--- config.mk ---
export PLATFORM = sky130hd
export DESIGN_NAME = crc_generate_and_check_core
export DESIGN_NICKNAME = d
export VERILOG_FILES = /design/src/design/crc_gc_pkg.sv /design/src/design/crc_gc_skid.sv /design/src/design/crc_gc_core.sv /design/src/design/crc_generate_and_check_core.sv
export SDC_FILE = /design/constraint.sdc
export NUM_CORES = 2
export LEC_CHECK = 0
export BUFFER_PORTS_ARGS = -buffer_cell sky130_fd_sc_hd__buf_4
export CORE_MARGIN = 1
export CORE_UTILIZATION = 35
export CTS_CLUSTER_DIAMETER = 80
export DETAILED_ROUTE_END_ITERATION = 8
export MAX_ROUTING_LAYER = met4
export PLACE_DENSITY_LB_ADDON = 0.12
export SYNTH_ARGS = -nofsm -noshare
export SYNTH_HDL_FRONTEND = slang
export SYNTH_SLANG_ARGS = --single-unit
--- constraint.sdc ---
create_clock -name aclk -period 17.56 [get_ports aclk]
set_input_delay 0 -clock aclk [delete_from_list [all_inputs] [get_ports aclk]]
set_output_delay 0 -clock aclk [all_outputs]
set_load 0.05 [all_outputs]
--- src/design/crc_gc_pkg.sv ---
// Package for the CRC generate and check core.
// Holds the result type, register indexes and fixed constants.
// No dependencies.
package crc_gc_pkg;

    localparam int BYTE_W    = 8;
    localparam int CFG_IDX_W = 2;
    localparam int CFG_W     = 64;
    localparam int PB_W      = 4;
    localparam int CNT_W     = 4;

    localparam logic [CNT_W-1:0] CNT_SAT = 4'd9;

    localparam logic [CFG_IDX_W-1:0] REG_MODE       = 2'd0;
    localparam logic [CFG_IDX_W-1:0] REG_POLY_BYTES = 2'd1;
    localparam logic [CFG_IDX_W-1:0] REG_GENERATOR  = 2'd2;

    localparam logic MODE_GENERATE = 1'b0;
    localparam logic MODE_CHECK    = 1'b1;

    localparam logic [BYTE_W-1:0] ZERO_BYTE = 8'h00;

    typedef struct packed {
        logic              end_of_run;
        logic              check_pass;
        logic              is_crc;
        logic [BYTE_W-1:0] out_byte;
    } res_t;

endpackage

--- src/design/crc_gc_skid.sv ---
// Output register with a skid entry for the CRC core result stream.
// Depends on crc_gc_pkg for the result type.
// Its ready output is registered, which separates upstream from m_tready.
module crc_gc_skid (
    input  logic              aclk,
    input  logic              aresetn,
    input  logic              in_valid,
    output logic              in_ready,
    input  crc_gc_pkg::res_t  in_res,
    output logic              out_valid,
    input  logic              out_ready,
    output crc_gc_pkg::res_t  out_res
);
    import crc_gc_pkg::*;

    logic out_valid_reg;
    logic skid_valid_reg;
    res_t out_res_reg;
    res_t skid_res_reg;

    assign in_ready  = !skid_valid_reg;
    assign out_valid = out_valid_reg;
    assign out_res   = out_res_reg;

    always_ff @(posedge aclk) begin
        if (!aresetn) begin
            out_valid_reg  <= 1'b0;
            skid_valid_reg <= 1'b0;
        end else if (!out_valid_reg || out_ready) begin
            if (skid_valid_reg) begin
                out_valid_reg  <= 1'b1;
                skid_valid_reg <= 1'b0;
            end else begin
                out_valid_reg <= in_valid;
            end
        end else if (in_valid && !skid_valid_reg) begin
            skid_valid_reg <= 1'b1;
        end
    end

    always_ff @(posedge aclk) begin
        if (!out_valid_reg || out_ready) begin
            if (skid_valid_reg) begin
                out_res_reg <= skid_res_reg;
            end else if (in_valid) begin
                out_res_reg <= in_res;
            end
        end else if (in_valid && !skid_valid_reg) begin
            skid_res_reg <= in_res;
        end
    end

endmodule

--- src/design/crc_gc_core.sv ---
// Configuration registers, input register, remainder update and CRC flush sequencer.
// Depends on crc_gc_pkg; results go to the output skid stage.
module crc_gc_core #(
    parameter int MAX_POLY_BYTES = 8
) (
    input  logic                                aclk,
    input  logic                                aresetn,
    input  logic                                cfg_wr_en,
    input  logic [crc_gc_pkg::CFG_IDX_W-1:0]    cfg_index,
    input  logic [crc_gc_pkg::CFG_W-1:0]        cfg_wr_data,
    input  logic                                in_valid,
    output logic                                in_ready,
    input  logic [crc_gc_pkg::BYTE_W-1:0]       in_data,
    input  logic                                in_last,
    output logic                                res_valid,
    input  logic                                res_ready,
    output crc_gc_pkg::res_t                    res
);
    import crc_gc_pkg::*;

    localparam int RW = BYTE_W * MAX_POLY_BYTES;
    localparam int LW = $clog2(MAX_POLY_BYTES + 1);
    localparam int KW = (MAX_POLY_BYTES > 1) ? $clog2(MAX_POLY_BYTES) : 1;

    typedef enum logic [1:0] {ST_RUN, ST_CALC, ST_EMIT} state_t;

    function automatic logic [RW-1:0] step8(input logic [RW-1:0] acc_in,
                                            input logic [BYTE_W-1:0] d,
                                            input logic [RW-1:0] top,
                                            input logic [RW-1:0] g);
        logic [RW-1:0] acc;
        acc = acc_in;
        for (int j = BYTE_W - 1; j >= 0; j--) begin
            acc = {acc[RW-2:0], d[j]};
            if ((acc & top) != '0) begin
                acc = acc ^ g;
            end
        end
        return acc;
    endfunction

    logic              mode_reg;
    logic [PB_W-1:0]   pb_reg;
    logic [RW-1:0]     gen_reg;
    logic [LW-1:0]     len_reg;
    logic [RW-1:0]     top_reg;
    logic [RW-1:0]     low_reg;
    logic [RW-1:0]     g_reg;
    logic [LW-1:0]     len_next;
    logic [RW-1:0]     top_next;
    logic [RW-1:0]     low_next;
    logic [RW-1:0]     g_next;

    logic              in_valid_reg;
    logic [BYTE_W-1:0] in_data_reg;
    logic              in_last_reg;

    state_t            state_reg;
    state_t            state_next;
    logic [RW-1:0]     rem_reg;
    logic [RW-1:0]     rem_next;
    logic [CNT_W-1:0]  count_reg;
    logic [CNT_W-1:0]  count_next;
    logic [RW-1:0]     crc_reg;
    logic [RW-1:0]     crc_next;
    logic [KW-1:0]     k_reg;
    logic [KW-1:0]     k_next;

    logic              proceed;
    logic [RW-1:0]     acc_c;
    logic [CNT_W-1:0]  count_inc;
    logic [KW-1:0]     k_last;
    logic [KW-1:0]     emit_idx;
    logic [RW-1:0]     emit_shift;
    logic              pass_c;

    always_comb begin
        if (pb_reg == '0) begin
            len_next = LW'(1);
        end else if (int'(pb_reg) > MAX_POLY_BYTES) begin
            len_next = LW'(MAX_POLY_BYTES);
        end else begin
            len_next = LW'(pb_reg);
        end
        top_next = RW'(1) << (BYTE_W * int'(len_next) - 1);
        low_next = top_next - RW'(1);
        g_next   = (gen_reg & (top_next | low_next)) | top_next;
    end

    always_ff @(posedge aclk) begin
        if (!aresetn) begin
            mode_reg <= MODE_GENERATE;
            pb_reg   <= PB_W'(2);
            gen_reg  <= RW'(42089);
        end else if (cfg_wr_en) begin
            unique case (cfg_index)
                REG_MODE:       mode_reg <= cfg_wr_data[0];
                REG_POLY_BYTES: pb_reg   <= cfg_wr_data[PB_W-1:0];
                REG_GENERATOR:  gen_reg  <= cfg_wr_data[RW-1:0];
                default: ;
            endcase
        end
    end

    always_ff @(posedge aclk) begin
        len_reg <= len_next;
        top_reg <= top_next;
        low_reg <= low_next;
        g_reg   <= g_next;
    end

    assign proceed   = (state_reg == ST_RUN) && in_valid_reg && res_ready;
    assign in_ready  = !in_valid_reg || proceed;
    assign acc_c     = step8(rem_reg & low_reg, in_data_reg, top_reg, g_reg);
    assign count_inc = (count_reg == CNT_SAT) ? CNT_SAT : count_reg + CNT_W'(1);
    assign pass_c    = (acc_c == '0) && (count_inc >= CNT_W'(len_reg) + CNT_W'(1));
    assign k_last    = KW'(len_reg - LW'(1));
    assign emit_idx  = k_last - k_reg;
    assign emit_shift = crc_reg >> {emit_idx, 3'b000};

    always_comb begin
        state_next = state_reg;
        rem_next   = rem_reg;
        count_next = count_reg;
        crc_next   = crc_reg;
        k_next     = k_reg;
        res_valid  = 1'b0;
        res        = '{end_of_run: 1'b0, check_pass: 1'b0, is_crc: 1'b0, out_byte: ZERO_BYTE};
        unique case (state_reg)
            ST_RUN: begin
                if (mode_reg == MODE_GENERATE) begin
                    res_valid = in_valid_reg;
                    res = '{end_of_run: !in_last_reg, check_pass: 1'b0, is_crc: 1'b0,
                            out_byte: in_data_reg};
                end else begin
                    res_valid = in_valid_reg && in_last_reg;
                    res = '{end_of_run: 1'b1, check_pass: pass_c, is_crc: 1'b0,
                            out_byte: ZERO_BYTE};
                end
                if (proceed) begin
                    if (in_last_reg) begin
                        rem_next   = '0;
                        count_next = '0;
                        if (mode_reg == MODE_GENERATE) begin
                            crc_next   = acc_c;
                            k_next     = '0;
                            state_next = ST_CALC;
                        end
                    end else begin
                        rem_next   = acc_c;
                        count_next = count_inc;
                    end
                end
            end
            ST_CALC: begin
                crc_next = step8(crc_reg, ZERO_BYTE, top_reg, g_reg);
                if (k_reg == k_last) begin
                    k_next     = '0;
                    state_next = ST_EMIT;
                end else begin
                    k_next = k_reg + KW'(1);
                end
            end
            ST_EMIT: begin
                res_valid = 1'b1;
                res = '{end_of_run: (k_reg == k_last), check_pass: 1'b0, is_crc: 1'b1,
                        out_byte: emit_shift[BYTE_W-1:0]};
                if (res_ready) begin
                    if (k_reg == k_last) begin
                        k_next     = '0;
                        state_next = ST_RUN;
                    end else begin
                        k_next = k_reg + KW'(1);
                    end
                end
            end
            default: state_next = ST_RUN;
        endcase
    end

    always_ff @(posedge aclk) begin
        if (!aresetn) begin
            state_reg    <= ST_RUN;
            rem_reg      <= '0;
            count_reg    <= '0;
            k_reg        <= '0;
            in_valid_reg <= 1'b0;
        end else begin
            state_reg <= state_next;
            rem_reg   <= rem_next;
            count_reg <= count_next;
            k_reg     <= k_next;
            if (in_ready) begin
                in_valid_reg <= in_valid;
            end
        end
    end

    always_ff @(posedge aclk) begin
        crc_reg <= crc_next;
        if (in_ready && in_valid) begin
            in_data_reg <= in_data;
            in_last_reg <= in_last;
        end
    end

endmodule

--- src/design/crc_generate_and_check_core.sv ---
// Top level of the CRC generate and check core.
// Instantiates crc_gc_core and crc_gc_skid; depends on crc_gc_pkg.
//
//   Channel   Direction  Transfer content
//   s_        in         tdata[7:0] data_byte, tlast last_byte
//   m_        out        tdata[7:0] out_byte, tuser[0] is_crc, tuser[1] check_pass,
//                        tlast end_of_run
//   cfg_      in         write enable, register index, 64-bit write data
//
// A byte accepted into the input register is worked on from there, and its result, if any,
// is registered in the output stage; bytes stream at one per cycle while no flush runs and
// the output stage has room. A last byte in generate mode starts a flush: L steps of eight
// zero-bit reductions each, then the L CRC bytes are sent. Meanwhile at most one further
// byte is taken into the input register, where it waits. The output has a registered skid
// stage, so m_tready never reaches s_tready in the same cycle. Reset is synchronous.
module crc_generate_and_check_core #(
    parameter int MAX_POLY_BYTES = 8
) (
    input  logic                              aclk,
    input  logic                              aresetn,
    input  logic                              cfg_wr_en,
    input  logic [crc_gc_pkg::CFG_IDX_W-1:0]  cfg_index,
    input  logic [crc_gc_pkg::CFG_W-1:0]      cfg_wr_data,
    input  logic                              s_tvalid,
    output logic                              s_tready,
    input  logic [7:0]                        s_tdata,   // data_byte
    input  logic                              s_tlast,
    output logic                              m_tvalid,
    input  logic                              m_tready,
    output logic [7:0]                        m_tdata,   // out_byte
    output logic [1:0]                        m_tuser,   // is_crc, check_pass
    output logic                              m_tlast
);
    import crc_gc_pkg::*;

    logic res_valid;
    logic res_ready;
    res_t res;
    res_t out_res;

    crc_gc_core #(
        .MAX_POLY_BYTES(MAX_POLY_BYTES)
    ) u_core (
        .aclk       (aclk),
        .aresetn    (aresetn),
        .cfg_wr_en  (cfg_wr_en),
        .cfg_index  (cfg_index),
        .cfg_wr_data(cfg_wr_data),
        .in_valid   (s_tvalid),
        .in_ready   (s_tready),
        .in_data    (s_tdata),
        .in_last    (s_tlast),
        .res_valid  (res_valid),
        .res_ready  (res_ready),
        .res        (res)
    );

    crc_gc_skid u_skid (
        .aclk     (aclk),
        .aresetn  (aresetn),
        .in_valid (res_valid),
        .in_ready (res_ready),
        .in_res   (res),
        .out_valid(m_tvalid),
        .out_ready(m_tready),
        .out_res  (out_res)
    );

    assign m_tdata = out_res.out_byte;
    assign m_tuser = {out_res.check_pass, out_res.is_crc};
    assign m_tlast = out_res.end_of_run;

endmodule

Word-level counts from Yosys, hierarchy flattened
Cells that the tools add are included.
Storage, ports and cells
  output and inout bits: 13
  word-level logic and storage cells: 183
  register bits after elaboration: 434
Cells by class
  bitwise operators: 38
  multiplexer cells: 52
  shift-type cells: 2
  reduce and logical (&&, ||, !) cells: 45
  $lt $le $gt $ge: 2
  add/subtract/negate cells: 7
  equal/unequal tests: 12
Operators by type and width (number)
  2-to-1 mux 63 bit: 22
  bitwise AND 64 bit: 17
  nonzero test 64 bit: 16
  bitwise XOR 63 bit: 14
  2-to-1 mux 64 bit: 5
  OR 64 bit: 2
  case mux 64 bit (2 select lines): 1
  bitwise XOR 64 bit: 2
  zero test 64 bit: 1
  left shift 1 x 32 -> 64 bit, first input constant: 1
  >> shifter 64 x 6 -> 8 bit: 1
  subtractor 64 x 1 -> 64 bit, second input constant: 1
  bitwise AND 63 bit: 1
  2-to-1 mux 11 bit: 3
  case mux 11 bit (2 select lines): 1
  2-to-1 mux 4 bit: 4
  2-to-1 mux 3 bit: 5
  2-to-1 mux 2 bit: 6
  AND reduction 2 bit: 6
  case mux 3 bit (3 select lines): 1
  adder 4 x 1 -> 4 bit, second input constant: 2
  != test 2 x 1 -> 1 bit, second input constant: 4
  subtractor 7 x 1 -> 8 bit, second input constant: 1
  logical AND 1 bit: 6
  other kinds (24): 35

Logic depth before layout (Yosys ltp)
  word-level depth: 32
  gate-level depth with buffers: 36
  depth with buffers taken out: 29

Hierarchy
Synthesis repeated with hierarchy kept, for this count alone.
Unflattened totals
  cells, all modules: 3621
  area, all modules: 28335.9 um^2
By module, submodules not included
  crc_gc_core: times used 1, area an instance 27427.6 um^2, sequential area each 6796.5 um^2, cells each 3578
  crc_gc_skid: times used 1, area an instance 908.4 um^2, sequential area each 700.7 um^2, cells each 43

Worst setup path before layout
OpenSTA, ideal clock, no wires.
  path kind: register -> register
  start: register u_core.low_reg[22]
  end: register u_skid.out_res_reg (netlist bit u_skid.out_res[9]), data pin
  cell stages (with the launch flop): 32
  setup slack: 8505 ps
  data arrival time: 8886 ps
  period minus slack after synthesis: 9055 ps
  buffers on the path: 2
  cells stage by stage: dfxtp_1 buf_4 nand2_1 o2111a_1 buf_2 a21boi_1 xnor2_1 a2111oi_4 a21boi_1 mux2i_1 a2111o_1 o21ai_1 mux2i_1 a2111oi_4 a21boi_1 xnor2_1 o2111ai_1 o21ai_0 xnor2_1 a2111oi_4 a21oi_1 xnor2_1 a2111o_2 o21ai_1 xnor2_1 a2111oi_2 a21boi_0 xnor2_1 or4b_1 or4_1 or4_1 o31ai_1
Between the ends
  word-level cells in the longest chain between the ends: 31
Ends and longest elaborated chain
  start, declared: RTL line crc_gc_core.sv:47  | logic [RW-1:0] low_reg;
  start signal, assigned: RTL line crc_gc_core.sv:108  | low_reg <= low_next;
  bitwise AND 63 bit *: RTL line crc_gc_core.sv:114  | assign acc_c = step8(rem_reg & low_reg, in_data_reg, top_reg, g_reg);
  bitwise AND 64 bit: RTL line crc_gc_core.sv:35  | if ((acc & top) != '0) begin
  nonzero test 64 bit: RTL line crc_gc_core.sv:35
  2-to-1 mux 63 bit *: RTL line crc_gc_core.sv:35
  bitwise AND 64 bit: RTL line crc_gc_core.sv:35
  nonzero test 64 bit: RTL line crc_gc_core.sv:35
  2-to-1 mux 63 bit *: RTL line crc_gc_core.sv:35
  bitwise AND 64 bit: RTL line crc_gc_core.sv:35
  (+15 left out)
  nonzero test 64 bit: RTL line crc_gc_core.sv:35
  2-to-1 mux 64 bit *: RTL line crc_gc_core.sv:35
  zero test 64 bit *: RTL line crc_gc_core.sv:116  | assign pass_c = (acc_c == '0) && (count_inc >= CNT_W'(len_reg) + CNT_W'(1));
  logical AND 1 bit *: RTL line crc_gc_core.sv:116
  2-to-1 mux 11 bit *: RTL line crc_gc_core.sv:131  | if (mode_reg == MODE_GENERATE) begin
  case mux 11 bit (2 select lines) *: RTL line crc_gc_core.sv:129  | unique case (state_reg)
  2-to-1 mux 11 bit *: RTL line crc_gc_skid.sv:45  | end else if (in_valid) begin
  2-to-1 mux 11 bit *: RTL line crc_gc_skid.sv:43  | if (skid_valid_reg) begin
  end signal, assigned: RTL line crc_gc_skid.sv:44  | out_res_reg <= skid_res_reg;
  end signal, assigned: RTL line crc_gc_skid.sv:46  | out_res_reg <= in_res;
  end, declared: RTL line crc_gc_skid.sv:18  | res_t out_res_reg;
Mark *: on every way between the ends. The rest lies on a longest branch, timed or not. The select of a mux whose other input is x is not followed.
A chain may end at the register's enable or synchronous reset.

Worst setup path after layout
  start: register u_core.low_reg[61]
  end: register u_skid.out_res_reg (netlist bit u_skid.out_res[9]), data pin
Same word-level chain as after synthesis.

==> impl_metrics.py <==
metrics = {
    "outcome": {
        "status": "complete, no violations",
    },
    "floorplan": {
        "die_w_um": 286.8,
        "die-area_um2": 82280,
        "start_util_pct": 35.31,
        "rows": 104,
        "coreArea_um2": 80420,
        "die_h_um": 286.8,
        "io_pins": 93,
    },
    "drt": {
        "totalWireLength_um": 126200,
        "via_count": 25210,
        "drc_errors": 0,
        "wl_per_cell_um": 26.08,
        "drt-initial-drc-count": 3054,
        "postRouteAntennaNets": 0,
        "via_per_inst": 5.212,
        "first_pass_iters": 6,
    },
    "clocking": {
        "htree_levels": 2,
        "cts.sinks": 328,
        "clockRootBuffer": "clkbuf_16",
        "cts_tree": "done",
        "clkLatencyLatePin_ns": 0.60,
        "ctsResizeCount": 0,
        "cts_made_buffers": 44,
        "clk_path_buf_depth": 3,
        "path_clk_slew_ns": 0.06,
        "post_cts_buffers": 0,
        "ctsHoldBuffers": 130,
    },
    "placed_design": {
        "io_buffers": 92,
        "dp.cells": 4625,
        "gp_congestion": 1.049,
        "dpl.hpwl_um": 88220,
        "pre_cts_ws_ns": 2.397,
    },
    "worst_hold_path": {
        "hold_end": "u_core.in_data_reg[1]",
        "hold_depth": 2,
        "hp-class": "in -> reg",
        "worstHoldStart": "s_tdata[1]",
    },
    "synth": {
        "synth_seq_cells": 328,
        "yosysSeqAreaShare_pct": 26.47,
        "async_reset_ff_share_pct": 0,
        "yosysWarnings": 0,
        "syn_area_per_cell_um2": 7.759,
        "synth_edf_count": 95,
        "synth_area_um2": 28400,
        "synth-main-ff-cell": "dfxtp_1",
        "syn_nets": 3766,
        "synthCells": 3660,
        "synth_cell_types": 72,
    },
    "global_routing": {
        "grt_pass1_wl_um": 180200,
        "antenna_found_initial": 6,
        "grt_pass1_vias": 23670,
        "grt-ovfl-total": 0,
        "track_usage_pct": 31.16,
        "grt_max_degree": 87,
    },
    "timing": {
        "finalSetupTns_ns": 0,
        "post-route-period-util_pct": 89.71,
        "rsz0062_at_grt": "no",
        "fin_worst_skew_ns": 0.01798,
        "setup_violations": 0,
        "report.final.slew_viol_count": 0,
        "relSlewSlack_pct": 8.817,
        "period_needed_ns": 15.75,
        "setup_ws_ns": 1.807,
        "max_freq_mhz": 63.48,
        "hold_viol": 0,
        "worst-slew-pin-transition_ns": 1.366,
    },
    "finish": {
        "nFillCells": 8306,
        "final_nets": 3847,
        "drive_above_1_share_pct": 10.17,
        "syn_to_final_growth_pct": 16.15,
        "layout_commonest_cell": "nand2_1",
        "fin_util_pct": 41.01,
        "layout_common_cells": "nand2_1 (1144), xnor2_1 (785), dfxtp_1 (233)",
        "finalNonFillerCells": 4838,
    },
    "power_and_ir_drop": {
        "p_leak_nw": 11.15,
        "power_mw": 3.952,
        "pwr_density_cell_nw_per_um2": 119.8,
        "vdd_drop_max_mv": 0.09347,
    },
    "setup_path": {
        "slowest_delay_ns": 1.12,
        "cpMostUsedCell": "mux2i_1",
        "required_ns": 17.97,
        "slowest_stage": "a2111oi_4",
        "regToRegStartpoint": "u_core.low_reg[61]",
        "rrSetupSlack_ns": 1.81,
        "setup.worst_path.class": "reg -> reg",
        "start_kind": "flop",
        "critPathMaxFanout": 47,
        "rr_endpoint": "u_skid.out_res[9]",
        "reg2reg_depth": 32,
        "end_kind": "flop",
        "worstPathArrival_ns": 16.16,
    },
    "run": {
        "maxCapViolCount": 0,
    },
}
[worst max-delay path by stage]
| stage | startpoint | end | slack (ns) | cells after the start |
|---|---|---|---|---|
| global route | u_core.low_reg[61] | u_skid.out_res[9] | 1.79 | 32 |
| floorplan | u_core.low_reg[22] | u_skid.out_res[9] | 8.50 | 31 |
| finish | u_core.low_reg[61] | u_skid.out_res[9] | 1.81 | 32 |
| global placement | u_core.low_reg[61] | u_skid.out_res[9] | 1.78 | 31 |
| CTS | u_core.low_reg[61] | u_skid.out_res[9] | 2.31 | 32 |
| detailed placement | u_core.low_reg[61] | u_skid.out_res[9] | 2.40 | 32 |
[area by class of cell]
type | count | area, um2 | area share [%]
Multi-Input combinational cell | 2975 | 19590 | 59.39
Timing Repair Buffer | 348 | 2950 | 8.945
Antenna cell | 4 | 10.01 | 0.03035
Sequential cell | 328 | 7517 | 22.79
Clock buffer | 61 | 1269 | 3.847
Tap cell | 1060 | 1326 | 4.021
Clock inverter | 18 | 157.7 | 0.4780
Inverter | 44 | 165.2 | 0.5007
[metrics by stage]
stage | hold slack (ns) | cell area (um2)
4_1_cts | 0.1044 | 32970
5_1_grt | 0.1239 | 32980
3_3_place_gp | 0.1798 | 30240
2_1_floorplan | 0.09887 | 28400
6_report | 0.1281 | 32980
3_5_place_dp | 0.1797 | 30250
[cell usage after synthesis, types with 5 or more instances]
cell | number | share of area, %
a2111oi_4 | 6 | 0.58
a21boi_0 | 102 | 2.7
a21boi_1 | 17 | 0.45
a21oi_1 | 51 | 0.90
a22oi_1 | 36 | 0.95
a32oi_1 | 5 | 0.15
and2_1 | 105 | 2.3
and3_1 | 17 | 0.37
buf_1 | 75 | 0.99
buf_2 | 15 | 0.26
clkbuf_1 | 217 | 2.9
dfxtp_1 | 233 | 16
edfxtp_1 | 95 | 10
ha_1 | 25 | 1.1
inv_1 | 41 | 0.54
mux2_2 | 28 | 1.1
mux2i_1 | 92 | 3.2
mux4_2 | 16 | 1.3
nand2_1 | 1147 | 15
nand2b_1 | 21 | 0.46
nand3_1 | 24 | 0.42
nand3b_1 | 5 | 0.13
nand4_1 | 9 | 0.20
nor2_1 | 24 | 0.32
nor2b_1 | 39 | 0.86
nor3_1 | 6 | 0.11
o2111ai_1 | 6 | 0.19
o21ai_0 | 102 | 1.8
o21ai_1 | 14 | 0.25
o22ai_1 | 5 | 0.11
o41ai_1 | 8 | 0.25
or2_1 | 11 | 0.24
or2_2 | 22 | 0.48
or4_1 | 5 | 0.13
xnor2_1 | 785 | 24
xor2_1 | 172 | 5.3
xor3_1 | 13 | 1.1
[worst max-delay path, delay by kind of cell (launching register included)]
family                    cells  cell delay (ns)
AOI/OAI and AO/OA            14             7.85
muxes                         5             1.50
DFF                           1             0.50
and+or+nand+nor               7             3.35
buffers and inverters         3             1.53
xor gates and xnor gates      3             0.70
[routing by layer]
metal	routed length, um	share of wire, %	up-vias	global-route usage, %
met5	0	0	-	-
met4	4898	3.9	0	11.18
met3	9437	7.5	191	4.286
met2	56420	45	1113	47.56
met1	55430	44	12110	41.86
li1	-	-	11800	-
[cells by family (layout without fill, tap and decap cells)]
family,count (synthesis),count (layout),share of synthesized area (%)
buf+inv,357,471,4.838
other cells,0,4,0
simple gates,1458,1458,21.89
fa+ha+maj,26,26,1.172
mux,136,136,5.622
compound gates,385,385,9.402
xor+xnor,970,970,30.60
flops,328,328,26.47
[power breakdown]
part | internal [mW] | switching, mW | leakage, nW
Combinational | 0.719 | 1.34 | 7.67
Clock | 0.523 | 0.390 | 0.700
Sequential | 0.888 | 0.0940 | 2.79
(Power assumes the default switching activity.)
